==> src/rtl/core/tsc_pkg.sv <==
// ----------------------------------------------------------------------------
// tsc_pkg
// Shared constants, register codes and types for the touch-to-screen unit.
// ----------------------------------------------------------------------------
package tsc_pkg;

    localparam int ADC_BITS   = 12;
    localparam int COORD_W    = 12;
    localparam int PRESS_W    = 13;
    localparam int NUM_W      = 2 * COORD_W;      // |raw - min| * (size - 1)
    localparam int QUOT_W     = COORD_W;
    localparam int CFG_IDX_W  = 3;
    localparam int CFG_DATA_W = 13;
    localparam int ORIENT_W   = 2;

    localparam logic [ADC_BITS-1:0] ADC_MAX  = {ADC_BITS{1'b1}};
    localparam logic [COORD_W-1:0]  RAW_LOW  = 12'd100;
    localparam logic [COORD_W-1:0]  RAW_HIGH = 12'd4000;

    // register indexes
    localparam logic [CFG_IDX_W-1:0] REG_CAL_MIN_X   = 3'd0;
    localparam logic [CFG_IDX_W-1:0] REG_CAL_MAX_X   = 3'd1;
    localparam logic [CFG_IDX_W-1:0] REG_CAL_MIN_Y   = 3'd2;
    localparam logic [CFG_IDX_W-1:0] REG_CAL_MAX_Y   = 3'd3;
    localparam logic [CFG_IDX_W-1:0] REG_SCREEN_W    = 3'd4;
    localparam logic [CFG_IDX_W-1:0] REG_SCREEN_H    = 3'd5;
    localparam logic [CFG_IDX_W-1:0] REG_PRESS_THR   = 3'd6;

    // register reset values
    localparam logic [COORD_W-1:0] RST_CAL_MIN = 12'd200;
    localparam logic [COORD_W-1:0] RST_CAL_MAX = 12'd3900;
    localparam logic [COORD_W-1:0] RST_SCREEN_W = 12'd320;
    localparam logic [COORD_W-1:0] RST_SCREEN_H = 12'd240;
    localparam logic [PRESS_W-1:0] RST_PRESS_THR = 13'd250;

    // orientation codes
    localparam logic [ORIENT_W-1:0] ORIENT_PORTRAIT   = 2'd0;
    localparam logic [ORIENT_W-1:0] ORIENT_LAND_LEFT  = 2'd1;
    localparam logic [ORIENT_W-1:0] ORIENT_LAND_RIGHT = 2'd2;

    localparam int QUEUE_DEPTH_DEF = 2;

    // one axis worth of divide work
    typedef struct packed {
        logic [NUM_W-1:0]   num;        // |raw - min| * top
        logic [COORD_W-1:0] span;       // |max - min|
        logic [COORD_W-1:0] top;        // size - 1 (size 0 as 1)
        logic               mirror;
        logic               force_zero; // zero span or negative quotient
    } axis_op_t;

    typedef struct packed {
        logic     touched;
        axis_op_t ax_x;
        axis_op_t ax_y;
    } job_t;

    typedef struct packed {
        logic full;
        logic empty;
    } q_status_t;

    typedef enum logic [1:0] {
        BK_IDLE,
        BK_RUN,
        BK_DONE
    } bk_state_t;

endpackage

==> src/rtl/core/tsc_front.sv <==
// ----------------------------------------------------------------------------
// tsc_front
// Register file, pressure gate and per-axis operand setup (offset * top).
// ----------------------------------------------------------------------------
module tsc_front (
    input  logic                           aclk,
    input  logic                           aresetn,
    input  logic                           cfg_we,
    input  logic [tsc_pkg::CFG_IDX_W-1:0]  cfg_index,
    input  logic [tsc_pkg::CFG_DATA_W-1:0] cfg_wdata,
    input  logic [tsc_pkg::COORD_W-1:0]    z1_reading,
    input  logic [tsc_pkg::COORD_W-1:0]    z2_reading,
    input  logic [tsc_pkg::COORD_W-1:0]    raw_x,
    input  logic [tsc_pkg::COORD_W-1:0]    raw_y,
    input  logic [tsc_pkg::ORIENT_W-1:0]   orientation,
    output tsc_pkg::job_t                  job
);
    import tsc_pkg::*;

    logic [COORD_W-1:0] cal_min_x_reg, cal_max_x_reg, cal_min_y_reg, cal_max_y_reg;
    logic [COORD_W-1:0] screen_w_reg, screen_h_reg;
    logic [PRESS_W-1:0] press_thr_reg;

    logic [PRESS_W:0]   pressure;
    logic               in_range;
    logic               mirror_land;

    always_ff @(posedge aclk) begin
        if (!aresetn) begin
            cal_min_x_reg <= RST_CAL_MIN;
            cal_max_x_reg <= RST_CAL_MAX;
            cal_min_y_reg <= RST_CAL_MIN;
            cal_max_y_reg <= RST_CAL_MAX;
            screen_w_reg  <= RST_SCREEN_W;
            screen_h_reg  <= RST_SCREEN_H;
            press_thr_reg <= RST_PRESS_THR;
        end else if (cfg_we) begin
            case (cfg_index)
                REG_CAL_MIN_X: cal_min_x_reg <= cfg_wdata[COORD_W-1:0];
                REG_CAL_MAX_X: cal_max_x_reg <= cfg_wdata[COORD_W-1:0];
                REG_CAL_MIN_Y: cal_min_y_reg <= cfg_wdata[COORD_W-1:0];
                REG_CAL_MAX_Y: cal_max_y_reg <= cfg_wdata[COORD_W-1:0];
                REG_SCREEN_W:  screen_w_reg  <= cfg_wdata[COORD_W-1:0];
                REG_SCREEN_H:  screen_h_reg  <= cfg_wdata[COORD_W-1:0];
                REG_PRESS_THR: press_thr_reg <= cfg_wdata;
                default: ;  // unmapped index, dropped
            endcase
        end
    end

    // Sign handling up front: a negative quotient always clamps to 0, so the
    // back end only ever divides magnitudes.
    function automatic axis_op_t axis_setup(
        input logic [COORD_W-1:0] raw,
        input logic [COORD_W-1:0] lo,
        input logic [COORD_W-1:0] hi,
        input logic [COORD_W-1:0] size,
        input logic               mirror
    );
        logic signed [COORD_W:0] diff;
        logic signed [COORD_W:0] span;
        logic [COORD_W:0]        diff_mag;
        logic [COORD_W:0]        span_mag;
        logic [COORD_W-1:0]      top;
        axis_op_t                op;
        diff     = $signed({1'b0, raw}) - $signed({1'b0, lo});
        span     = $signed({1'b0, hi}) - $signed({1'b0, lo});
        diff_mag = diff[COORD_W] ? (COORD_W+1)'(-diff) : diff;
        span_mag = span[COORD_W] ? (COORD_W+1)'(-span) : span;
        top      = (size == '0) ? '0 : size - 1'b1;
        op.num        = diff_mag[COORD_W-1:0] * top;
        op.span       = span_mag[COORD_W-1:0];
        op.top        = top;
        op.mirror     = mirror;
        op.force_zero = (span == '0) || (diff[COORD_W] ^ span[COORD_W]);
        return op;
    endfunction

    assign pressure    = (PRESS_W+1)'(ADC_MAX) + (PRESS_W+1)'(z1_reading)
                         - (PRESS_W+1)'(z2_reading);
    assign in_range    = (raw_x >= RAW_LOW) && (raw_x <= RAW_HIGH) &&
                         (raw_y >= RAW_LOW) && (raw_y <= RAW_HIGH);
    assign mirror_land = (orientation != ORIENT_LAND_RIGHT);

    always_comb begin
        job.touched = (pressure > (PRESS_W+1)'(press_thr_reg)) && in_range;
        if (orientation == ORIENT_PORTRAIT) begin
            job.ax_x = axis_setup(raw_x, cal_min_x_reg, cal_max_x_reg, screen_w_reg, 1'b1);
            job.ax_y = axis_setup(raw_y, cal_min_y_reg, cal_max_y_reg, screen_h_reg, 1'b0);
        end else begin
            job.ax_x = axis_setup(raw_y, cal_min_y_reg, cal_max_y_reg, screen_w_reg,
                                  mirror_land);
            job.ax_y = axis_setup(raw_x, cal_min_x_reg, cal_max_x_reg, screen_h_reg,
                                  mirror_land);
        end
    end

endmodule

==> src/rtl/core/tsc_queue.sv <==
// ----------------------------------------------------------------------------
// tsc_queue
// Small register FIFO of jobs between the front and back ends.
// ----------------------------------------------------------------------------
module tsc_queue #(
    parameter int DEPTH = tsc_pkg::QUEUE_DEPTH_DEF
) (
    input  logic                aclk,
    input  logic                aresetn,
    input  logic                push,
    input  tsc_pkg::job_t       push_job,
    input  logic                pop,
    output tsc_pkg::job_t       head_job,
    output tsc_pkg::q_status_t  status
);
    import tsc_pkg::*;

    localparam int PTR_W = (DEPTH > 1) ? $clog2(DEPTH) : 1;
    localparam int CNT_W = $clog2(DEPTH + 1);
    localparam logic [PTR_W-1:0] LAST_PTR = PTR_W'(DEPTH - 1);

    job_t             mem_reg [DEPTH];
    logic [PTR_W-1:0] wr_ptr_reg, wr_ptr_next;
    logic [PTR_W-1:0] rd_ptr_reg, rd_ptr_next;
    logic [CNT_W-1:0] count_reg, count_next;

    assign status.full  = (count_reg == CNT_W'(DEPTH));
    assign status.empty = (count_reg == '0);
    assign head_job     = mem_reg[rd_ptr_reg];

    always_comb begin
        wr_ptr_next = wr_ptr_reg;
        rd_ptr_next = rd_ptr_reg;
        count_next  = count_reg;
        if (push) begin
            wr_ptr_next = (wr_ptr_reg == LAST_PTR) ? '0 : wr_ptr_reg + 1'b1;
        end
        if (pop) begin
            rd_ptr_next = (rd_ptr_reg == LAST_PTR) ? '0 : rd_ptr_reg + 1'b1;
        end
        if (push && !pop) begin
            count_next = count_reg + 1'b1;
        end else if (pop && !push) begin
            count_next = count_reg - 1'b1;
        end
    end

    always_ff @(posedge aclk) begin
        if (!aresetn) begin
            wr_ptr_reg <= '0;
            rd_ptr_reg <= '0;
            count_reg  <= '0;
        end else begin
            wr_ptr_reg <= wr_ptr_next;
            rd_ptr_reg <= rd_ptr_next;
            count_reg  <= count_next;
        end
    end

    always_ff @(posedge aclk) begin
        if (push) begin
            mem_reg[wr_ptr_reg] <= push_job;
        end
    end

endmodule

==> src/rtl/core/tsc_div_lane.sv <==
// ----------------------------------------------------------------------------
// tsc_div_lane
// Restoring divider, one quotient bit per step, with clamp and mirror.
// ----------------------------------------------------------------------------
module tsc_div_lane (
    input  logic                        aclk,
    input  logic                        load,
    input  logic                        step,
    input  tsc_pkg::axis_op_t           op,
    output logic [tsc_pkg::COORD_W-1:0] result
);
    import tsc_pkg::*;

    logic [QUOT_W-1:0]  low_reg;    // dividend bits still to shift in
    logic [COORD_W-1:0] rem_reg;
    logic [QUOT_W-1:0]  quot_reg;
    logic [COORD_W-1:0] span_reg;
    logic [COORD_W-1:0] top_reg;
    logic               mirror_reg;
    logic               zero_reg;
    logic               sat_reg;

    logic [COORD_W:0]   trial;
    logic               fits;
    logic [COORD_W-1:0] clamped;

    assign trial = {rem_reg, low_reg[QUOT_W-1]};
    assign fits  = (trial >= {1'b0, span_reg});

    always_ff @(posedge aclk) begin
        if (load) begin
            low_reg    <= op.num[QUOT_W-1:0];
            rem_reg    <= op.num[NUM_W-1:QUOT_W];
            quot_reg   <= '0;
            span_reg   <= op.span;
            top_reg    <= op.top;
            mirror_reg <= op.mirror;
            zero_reg   <= op.force_zero;
            // quotient of 2^QUOT_W or more clamps to top unless force_zero is set
            sat_reg    <= ({1'b0, op.num} >= {1'b0, op.span, {QUOT_W{1'b0}}});
        end else if (step) begin
            low_reg  <= {low_reg[QUOT_W-2:0], 1'b0};
            rem_reg  <= fits ? COORD_W'(trial - {1'b0, span_reg}) : trial[COORD_W-1:0];
            quot_reg <= {quot_reg[QUOT_W-2:0], fits};
        end
    end

    always_comb begin
        if (zero_reg) begin
            clamped = '0;
        end else if (sat_reg || (quot_reg > top_reg)) begin
            clamped = top_reg;
        end else begin
            clamped = quot_reg;
        end
        result = mirror_reg ? top_reg - clamped : clamped;
    end

endmodule

==> src/rtl/core/tsc_back.sv <==
// ----------------------------------------------------------------------------
// tsc_back
// Pops jobs, runs both axis dividers in lockstep, holds the result register.
// ----------------------------------------------------------------------------
module tsc_back (
    input  logic                        aclk,
    input  logic                        aresetn,
    input  tsc_pkg::job_t               head_job,
    input  tsc_pkg::q_status_t          q_status,
    output logic                        pop,
    output logic                        m_tvalid,
    input  logic                        m_tready,
    output logic [tsc_pkg::COORD_W-1:0] screen_x,
    output logic [tsc_pkg::COORD_W-1:0] screen_y,
    output logic                        touched
);
    import tsc_pkg::*;

    localparam int CNT_W = $clog2(QUOT_W);
    localparam logic [CNT_W-1:0] LAST_STEP = CNT_W'(QUOT_W - 1);

    bk_state_t          state_reg, state_next;
    logic [CNT_W-1:0]   step_cnt_reg, step_cnt_next;
    logic               job_touch_reg;
    logic               out_valid_reg, out_valid_next;
    logic [COORD_W-1:0] out_x_reg, out_y_reg;
    logic               out_touch_reg;
    logic               step;
    logic               emit;
    logic [COORD_W-1:0] lane_x, lane_y;

    tsc_div_lane u_lane_x (
        .aclk   (aclk),
        .load   (pop),
        .step   (step),
        .op     (head_job.ax_x),
        .result (lane_x)
    );

    tsc_div_lane u_lane_y (
        .aclk   (aclk),
        .load   (pop),
        .step   (step),
        .op     (head_job.ax_y),
        .result (lane_y)
    );

    always_comb begin
        state_next     = state_reg;
        step_cnt_next  = step_cnt_reg;
        pop            = 1'b0;
        step           = 1'b0;
        emit           = 1'b0;
        out_valid_next = out_valid_reg && !m_tready;
        case (state_reg)
            BK_IDLE: begin
                if (!q_status.empty) begin
                    pop           = 1'b1;
                    step_cnt_next = '0;
                    state_next    = BK_RUN;
                end
            end
            BK_RUN: begin
                step          = 1'b1;
                step_cnt_next = step_cnt_reg + 1'b1;
                if (step_cnt_reg == LAST_STEP) begin
                    state_next = BK_DONE;
                end
            end
            BK_DONE: begin
                if (!out_valid_reg || m_tready) begin
                    emit           = 1'b1;
                    out_valid_next = 1'b1;
                    state_next     = BK_IDLE;
                end
            end
            default: state_next = BK_IDLE;
        endcase
    end

    always_ff @(posedge aclk) begin
        if (!aresetn) begin
            state_reg     <= BK_IDLE;
            step_cnt_reg  <= '0;
            out_valid_reg <= 1'b0;
        end else begin
            state_reg     <= state_next;
            step_cnt_reg  <= step_cnt_next;
            out_valid_reg <= out_valid_next;
        end
    end

    always_ff @(posedge aclk) begin
        if (pop) begin
            job_touch_reg <= head_job.touched;
        end
        if (emit) begin
            out_touch_reg <= job_touch_reg;
            out_x_reg     <= job_touch_reg ? lane_x : '0;
            out_y_reg     <= job_touch_reg ? lane_y : '0;
        end
    end

    assign m_tvalid = out_valid_reg;
    assign screen_x = out_x_reg;
    assign screen_y = out_y_reg;
    assign touched  = out_touch_reg;

endmodule

==> src/rtl/core/touch_sample_to_screen_coord_unit.sv <==
// ----------------------------------------------------------------------------
// touch_sample_to_screen_coord_unit
// Resistive touch pressure gate and linear screen calibration.
// ----------------------------------------------------------------------------
// One input transfer carries Z1, Z2, raw X and raw Y readings plus the screen
// orientation; exactly one result transfer comes back for each, in order.
// Pressure (4095 + Z1 - Z2) must exceed pressure_threshold and both raw axes
// must sit in 100..4000, otherwise the result is touched=0 with zero coords.
// A touch maps each axis as (raw - min) * (size - 1) / (max - min), truncated
// toward zero, clamped to 0..size-1, then mirrored per orientation (portrait
// mirrors X; landscape swaps axes and mirrors both, except landscape right).
// Timing: the front end registers the scaled operands into a job queue (two
// entries by default) in the accept cycle; the back end runs two 12-step
// restoring dividers side by side, one quotient bit per step, and pops the
// next job only after the last result has been loaded into the output register.
// The input side keeps taking transfers while the queue has room, even with
// a result waiting on m_tready.
// Configuration is through cfg_we/cfg_index/cfg_wdata; write only when idle.
// ----------------------------------------------------------------------------
module touch_sample_to_screen_coord_unit #(
    parameter int QUEUE_DEPTH = tsc_pkg::QUEUE_DEPTH_DEF
) (
    input  logic                           aclk,
    input  logic                           aresetn,
    // configuration write port
    input  logic                           cfg_we,
    input  logic [tsc_pkg::CFG_IDX_W-1:0]  cfg_index,
    input  logic [tsc_pkg::CFG_DATA_W-1:0] cfg_wdata,
    // sample input
    input  logic                           s_tvalid,
    output logic                           s_tready,
    input  logic [47:0]                    s_tdata,  // z1[11:0] z2[23:12] x[35:24] y[47:36]
    input  logic [1:0]                     s_tuser,  // orientation[1:0]
    // coordinate output
    output logic                           m_tvalid,
    input  logic                           m_tready,
    output logic [23:0]                    m_tdata,  // screen_x[11:0] screen_y[23:12]
    output logic                           m_tuser   // touched[0]
);
    import tsc_pkg::*;

    job_t               front_job;
    job_t               head_job;
    q_status_t          q_status;
    logic               q_push;
    logic               q_pop;
    logic [COORD_W-1:0] screen_x, screen_y;

    // input transfer goes straight into the job queue
    assign s_tready = !q_status.full;
    assign q_push   = s_tvalid && s_tready;

    tsc_front u_front (
        .aclk        (aclk),
        .aresetn     (aresetn),
        .cfg_we      (cfg_we),
        .cfg_index   (cfg_index),
        .cfg_wdata   (cfg_wdata),
        .z1_reading  (s_tdata[11:0]),
        .z2_reading  (s_tdata[23:12]),
        .raw_x       (s_tdata[35:24]),
        .raw_y       (s_tdata[47:36]),
        .orientation (s_tuser),
        .job         (front_job)
    );

    tsc_queue #(
        .DEPTH (QUEUE_DEPTH)
    ) u_queue (
        .aclk     (aclk),
        .aresetn  (aresetn),
        .push     (q_push),
        .push_job (front_job),
        .pop      (q_pop),
        .head_job (head_job),
        .status   (q_status)
    );

    tsc_back u_back (
        .aclk     (aclk),
        .aresetn  (aresetn),
        .head_job (head_job),
        .q_status (q_status),
        .pop      (q_pop),
        .m_tvalid (m_tvalid),
        .m_tready (m_tready),
        .screen_x (screen_x),
        .screen_y (screen_y),
        .touched  (m_tuser)
    );

    assign m_tdata = {screen_y, screen_x};

`ifndef SYNTHESIS
    // a rejected sample reports the origin
    a_notouch_zero: assert property (@(posedge aclk) disable iff (!aresetn)
        m_tvalid && !m_tuser |-> m_tdata == '0)
        else $error("untouched result carries nonzero coordinates");

    // the back end never takes a job from an empty queue
    a_pop_nonempty: assert property (@(posedge aclk) disable iff (!aresetn)
        q_pop |-> !q_status.empty)
        else $error("job popped from empty queue");

    // nothing to show right after reset
    a_reset_quiet: assert property (@(posedge aclk)
        !aresetn |=> !m_tvalid)
        else $error("result valid directly after reset");
`endif

endmodule
==> config.mk <==
export PLATFORM = sky130hd
export DESIGN_NAME = touch_sample_to_screen_coord_unit
export DESIGN_NICKNAME = d
export VERILOG_FILES = /design/src/rtl/core/tsc_pkg.sv /design/src/rtl/core/tsc_front.sv /design/src/rtl/core/tsc_queue.sv /design/src/rtl/core/tsc_div_lane.sv /design/src/rtl/core/tsc_back.sv /design/src/rtl/core/touch_sample_to_screen_coord_unit.sv
export SDC_FILE = /design/constraint.sdc
export NUM_CORES = 2
export LEC_CHECK = 0
export BUFFER_PORTS_ARGS = -buffer_cell sky130_fd_sc_hd__buf_2
export CORE_ASPECT_RATIO = 2
export CORE_MARGIN = 5
export CORE_UTILIZATION = 25
export DETAILED_ROUTE_END_ITERATION = 7
export MAX_ROUTING_LAYER = met4
export SETUP_SLACK_MARGIN = 0.15
export SYNTH_ARGS = -nofsm -noshare
export SYNTH_HDL_FRONTEND = slang
export SYNTH_SLANG_ARGS = --single-unit
==> constraint.sdc <==
create_clock -name aclk -period 22.4 [get_ports aclk]
set_input_delay 3.36 -clock aclk [delete_from_list [all_inputs] [get_ports aclk]]
set_output_delay 3.36 -clock aclk [all_outputs]
set_load 0.005 [all_outputs]
==> results.py <==
metrics = {
    "yosys": {
        "synth-xor-area-share": 0.03766,
        "synthFlopType": "edfxtp_1",
        "synthSimpleGateAreaFrac": 0.1568,
        "yosysSeqAreaShare": 0.2752,
        "synth_top_family_by_area": "adder cells",
        "yosys_register_bits": 451,
        "yosysWarnings": 0,
        "async_flop_share": 0,
        "syn_inst": 4883,
        "syn-cell-area_sq_um": 44820,
        "syn_nets": 5787,
        "synthMuxAreaShare": 0.04495,
        "synth_edf_count": 330,
        "ys_types": 89,
        "synth_compound_gate_area_share": 0.1094,
        "syn_avg_cell_area_sq_um": 9.178,
        "synth_fa_ha_area_frac": 0.3011,
    },
    "layout": {
        "final_cell_mix": "inv_1 (690), nand2_1 (670), nor2_1 (456), ha_1 (424), fa_1 (409)",
        "layout-drive-gt1-share": 0.08236,
        "final_common_cell": "inv_1",
        "final_nets": 5814,
        "final_cell_area_sq_um": 49730,
        "area_growth_pct": 10.97,
        "largest_register_ffs": 202,
        "final_core_util": 0.2792,
        "fillers": 18800,
    },
    "sta": {
        "rsz0062_at_grt": "false",
        "tns_ns": 0,
        "max_freq_mhz": 87.92,
        "setup-violations-final": 0,
        "tightest_slew_ns": 1.356,
        "whs_ns": 0.4677,
        "max_slew_margin": 0.09252,
        "fin_worst_skew_ns": 0.02867,
        "final-hold-violation-count": 0,
        "period_minus_slack_ns": 11.37,
        "slew_violations": 0,
        "finalCritPeriodShare": 0.5078,
    },
    "routing": {
        "drt_iter0_markers": 1862,
        "routed_wl_mm": 140.3,
        "vias": 34990,
        "wl_per_cell_um": 19.28,
        "drc": 0,
        "via_per_inst": 4.810,
        "firstDrtPassIters": 6,
        "ant_nets": 0,
    },
    "critical_path": {
        "cp-end-kind": "flop",
        "crit_path_start_kind": "input port",
        "crit_required_ns": 22.85,
        "criticalPathCategory": "in -> reg",
        "crit_path_max_fanout": 9,
        "rrSetupSlack_ns": 13.49,
        "crit_arrival_ns": 11.83,
    },
    "placed_design": {
        "dp_hpwl_mm": 114.9,
        "io_buffers": 97,
        "gp_congestion": 0.9421,
        "placed_area_sq_um": 48230,
    },
    "die": {
        "fp.dieW_um": 309.4,
        "row_count": 219,
        "fp.dieArea_sq_um": 188300,
        "core_sq_um": 178100,
        "initial_utilization": 0.2516,
        "die_y_um": 608.8,
        "ios": 98,
    },
    "run": {
        "maxCapViolations": 0,
    },
    "global_route": {
        "grt_max_degree": 98,
        "grt_pass1_wl_mm": 212.5,
        "grt_pass1_vias": 37170,
        "grtUsageTotal": 0.1505,
        "grt-ovfl-total": 0,
        "antenna_found_initial": 13,
    },
    "cts": {
        "cts_setup_buffers": 0,
        "ctsResizeCount": 0,
        "cts_root_buffer": "clkbuf_16",
        "clock-sinks": 451,
        "ctsHoldBuffers": 0,
        "htreeDepth": 2,
        "cts_tree": "built",
        "insertion_delay_ns": 0.63,
        "cts_buffers": 42,
        "clk_pin_slew_ns": 0.07,
        "clockBufferDepth": 3,
    },
    "run_status": {
        "outcome": "finished, final reports clean",
    },
    "min_path": {
        "hold_path_class": "reg -> reg",
    },
}
[per-layer routing]
| layer | track usage | routed length, um |
|---|---|---|
| met5 | - | 0 |
| met4 | 0.1241 | 14400 |
| met3 | 0.01596 | 5153 |
| met2 | 0.2866 | 76650 |
| met1 | 0.1296 | 44050 |
[critical path, stage by stage]
cell and delay (ns):
buf_2 0.11, inv_1 0.05, ha_1 0.17, inv_1 0.06
fa_1 0.41, a21oi_1 0.20, o2111ai_1 0.19, o31a_1 0.33
a31oi_2 0.38, o21ai_2 0.22, nor2_1 0.22, xor2_1 0.89
nor2_1 0.18, fa_1 0.55, fa_1 0.53, fa_1 0.55
fa_1 0.56, inv_1 0.06, fa_1 0.53, inv_1 0.04
ha_1 0.39, and3_1 0.17, and3_1 0.21, o41ai_2 0.11
o31ai_1 0.52, a41oi_1 0.25, or2_2 0.34, a32oi_1 0.22
[through the flow]
stage	setup slack, ns	std cells
after CTS	11.10	7262
after global placement	10.57	7186
after floorplan	11.72	4883
final	11.03	7274
after global routing	10.63	7272
after detailed placement	10.44	7186
[Yosys cell counts, types with 11 or more instances]
library cell	count	share of area
xnor2_1	111	0.022
and3_1	22	0.0031
or2_2	44	0.0061
nand3_1	74	0.0083
o21a_1	35	0.0059
a21o_1	55	0.0092
nand2_1	670	0.056
o211ai_1	34	0.0057
nor2_1	458	0.038
nor2b_1	42	0.0059
o21ai_0	180	0.020
mux2i_1	136	0.030
fa_1	409	0.18
nand2b_1	52	0.0073
o31ai_1	15	0.0025
dfxtp_1	121	0.054
a21boi_0	67	0.011
ha_1	424	0.12
mux2_2	58	0.015
or3_1	67	0.0094
nor4_1	25	0.0035
o21bai_1	11	0.0018
a31oi_1	14	0.0020
buf_1	14	0.0012
a211oi_1	35	0.0059
a21oi_1	168	0.019
and2_1	16	0.0022
edfxtp_1	330	0.22
inv_1	692	0.058
buf_2	24	0.0027
nand4_1	21	0.0029
xor2_1	78	0.015
nor3_1	57	0.0064
clkbuf_1	149	0.012
[final timing paths]
path,end,depth (start not counted),start
setup / recovery,u_queue.mem_reg[1][49]$_DFFE_PP_,28,s_tdata[24]
hold / removal,u_front.cal_max_y_reg[0]$_SDFFE_PN0P_,2,u_front.cal_max_y_reg[0]$_SDFFE_PN0P_
setup reg to reg,u_queue.mem_reg[1][49]$_DFFE_PP_,28,u_front.cal_min_y_reg[0]$_SDFFE_PN0P_
hold reg to reg,u_front.cal_max_y_reg[0]$_SDFFE_PN0P_,2,u_front.cal_max_y_reg[0]$_SDFFE_PN0P_
[cells by family after synthesis]
| family | after synthesis |
|---|---|
| AO/OA/AOI/OAI | 741 |
| buffers and inverters | 884 |
| AND/OR/NAND/NOR | 1589 |
| XOR/XNOR | 191 |
| multiplexers | 194 |
| flip-flops | 451 |
| adder cells (fa/ha/maj) | 833 |
[layout make-up]
| type | instances | area (sq um) | share of cell area |
|---|---|---|---|
| multi-input combinational | 3548 | 29330 | 0.5898 |
| sequential | 451 | 12340 | 0.2480 |
| tap | 2320 | 2903 | 0.05837 |
| inverter | 694 | 2605 | 0.05238 |
| clock buffer | 52 | 1181 | 0.02375 |
| timing repair buffer | 173 | 1056 | 0.02123 |
| clock inverter | 24 | 291.5 | 0.005862 |
| antenna | 12 | 30.03 | 0.0006038 |
Power is not shown: default switching activity piles up to over one toggle a cycle in this logic, so the estimate is an artifact.
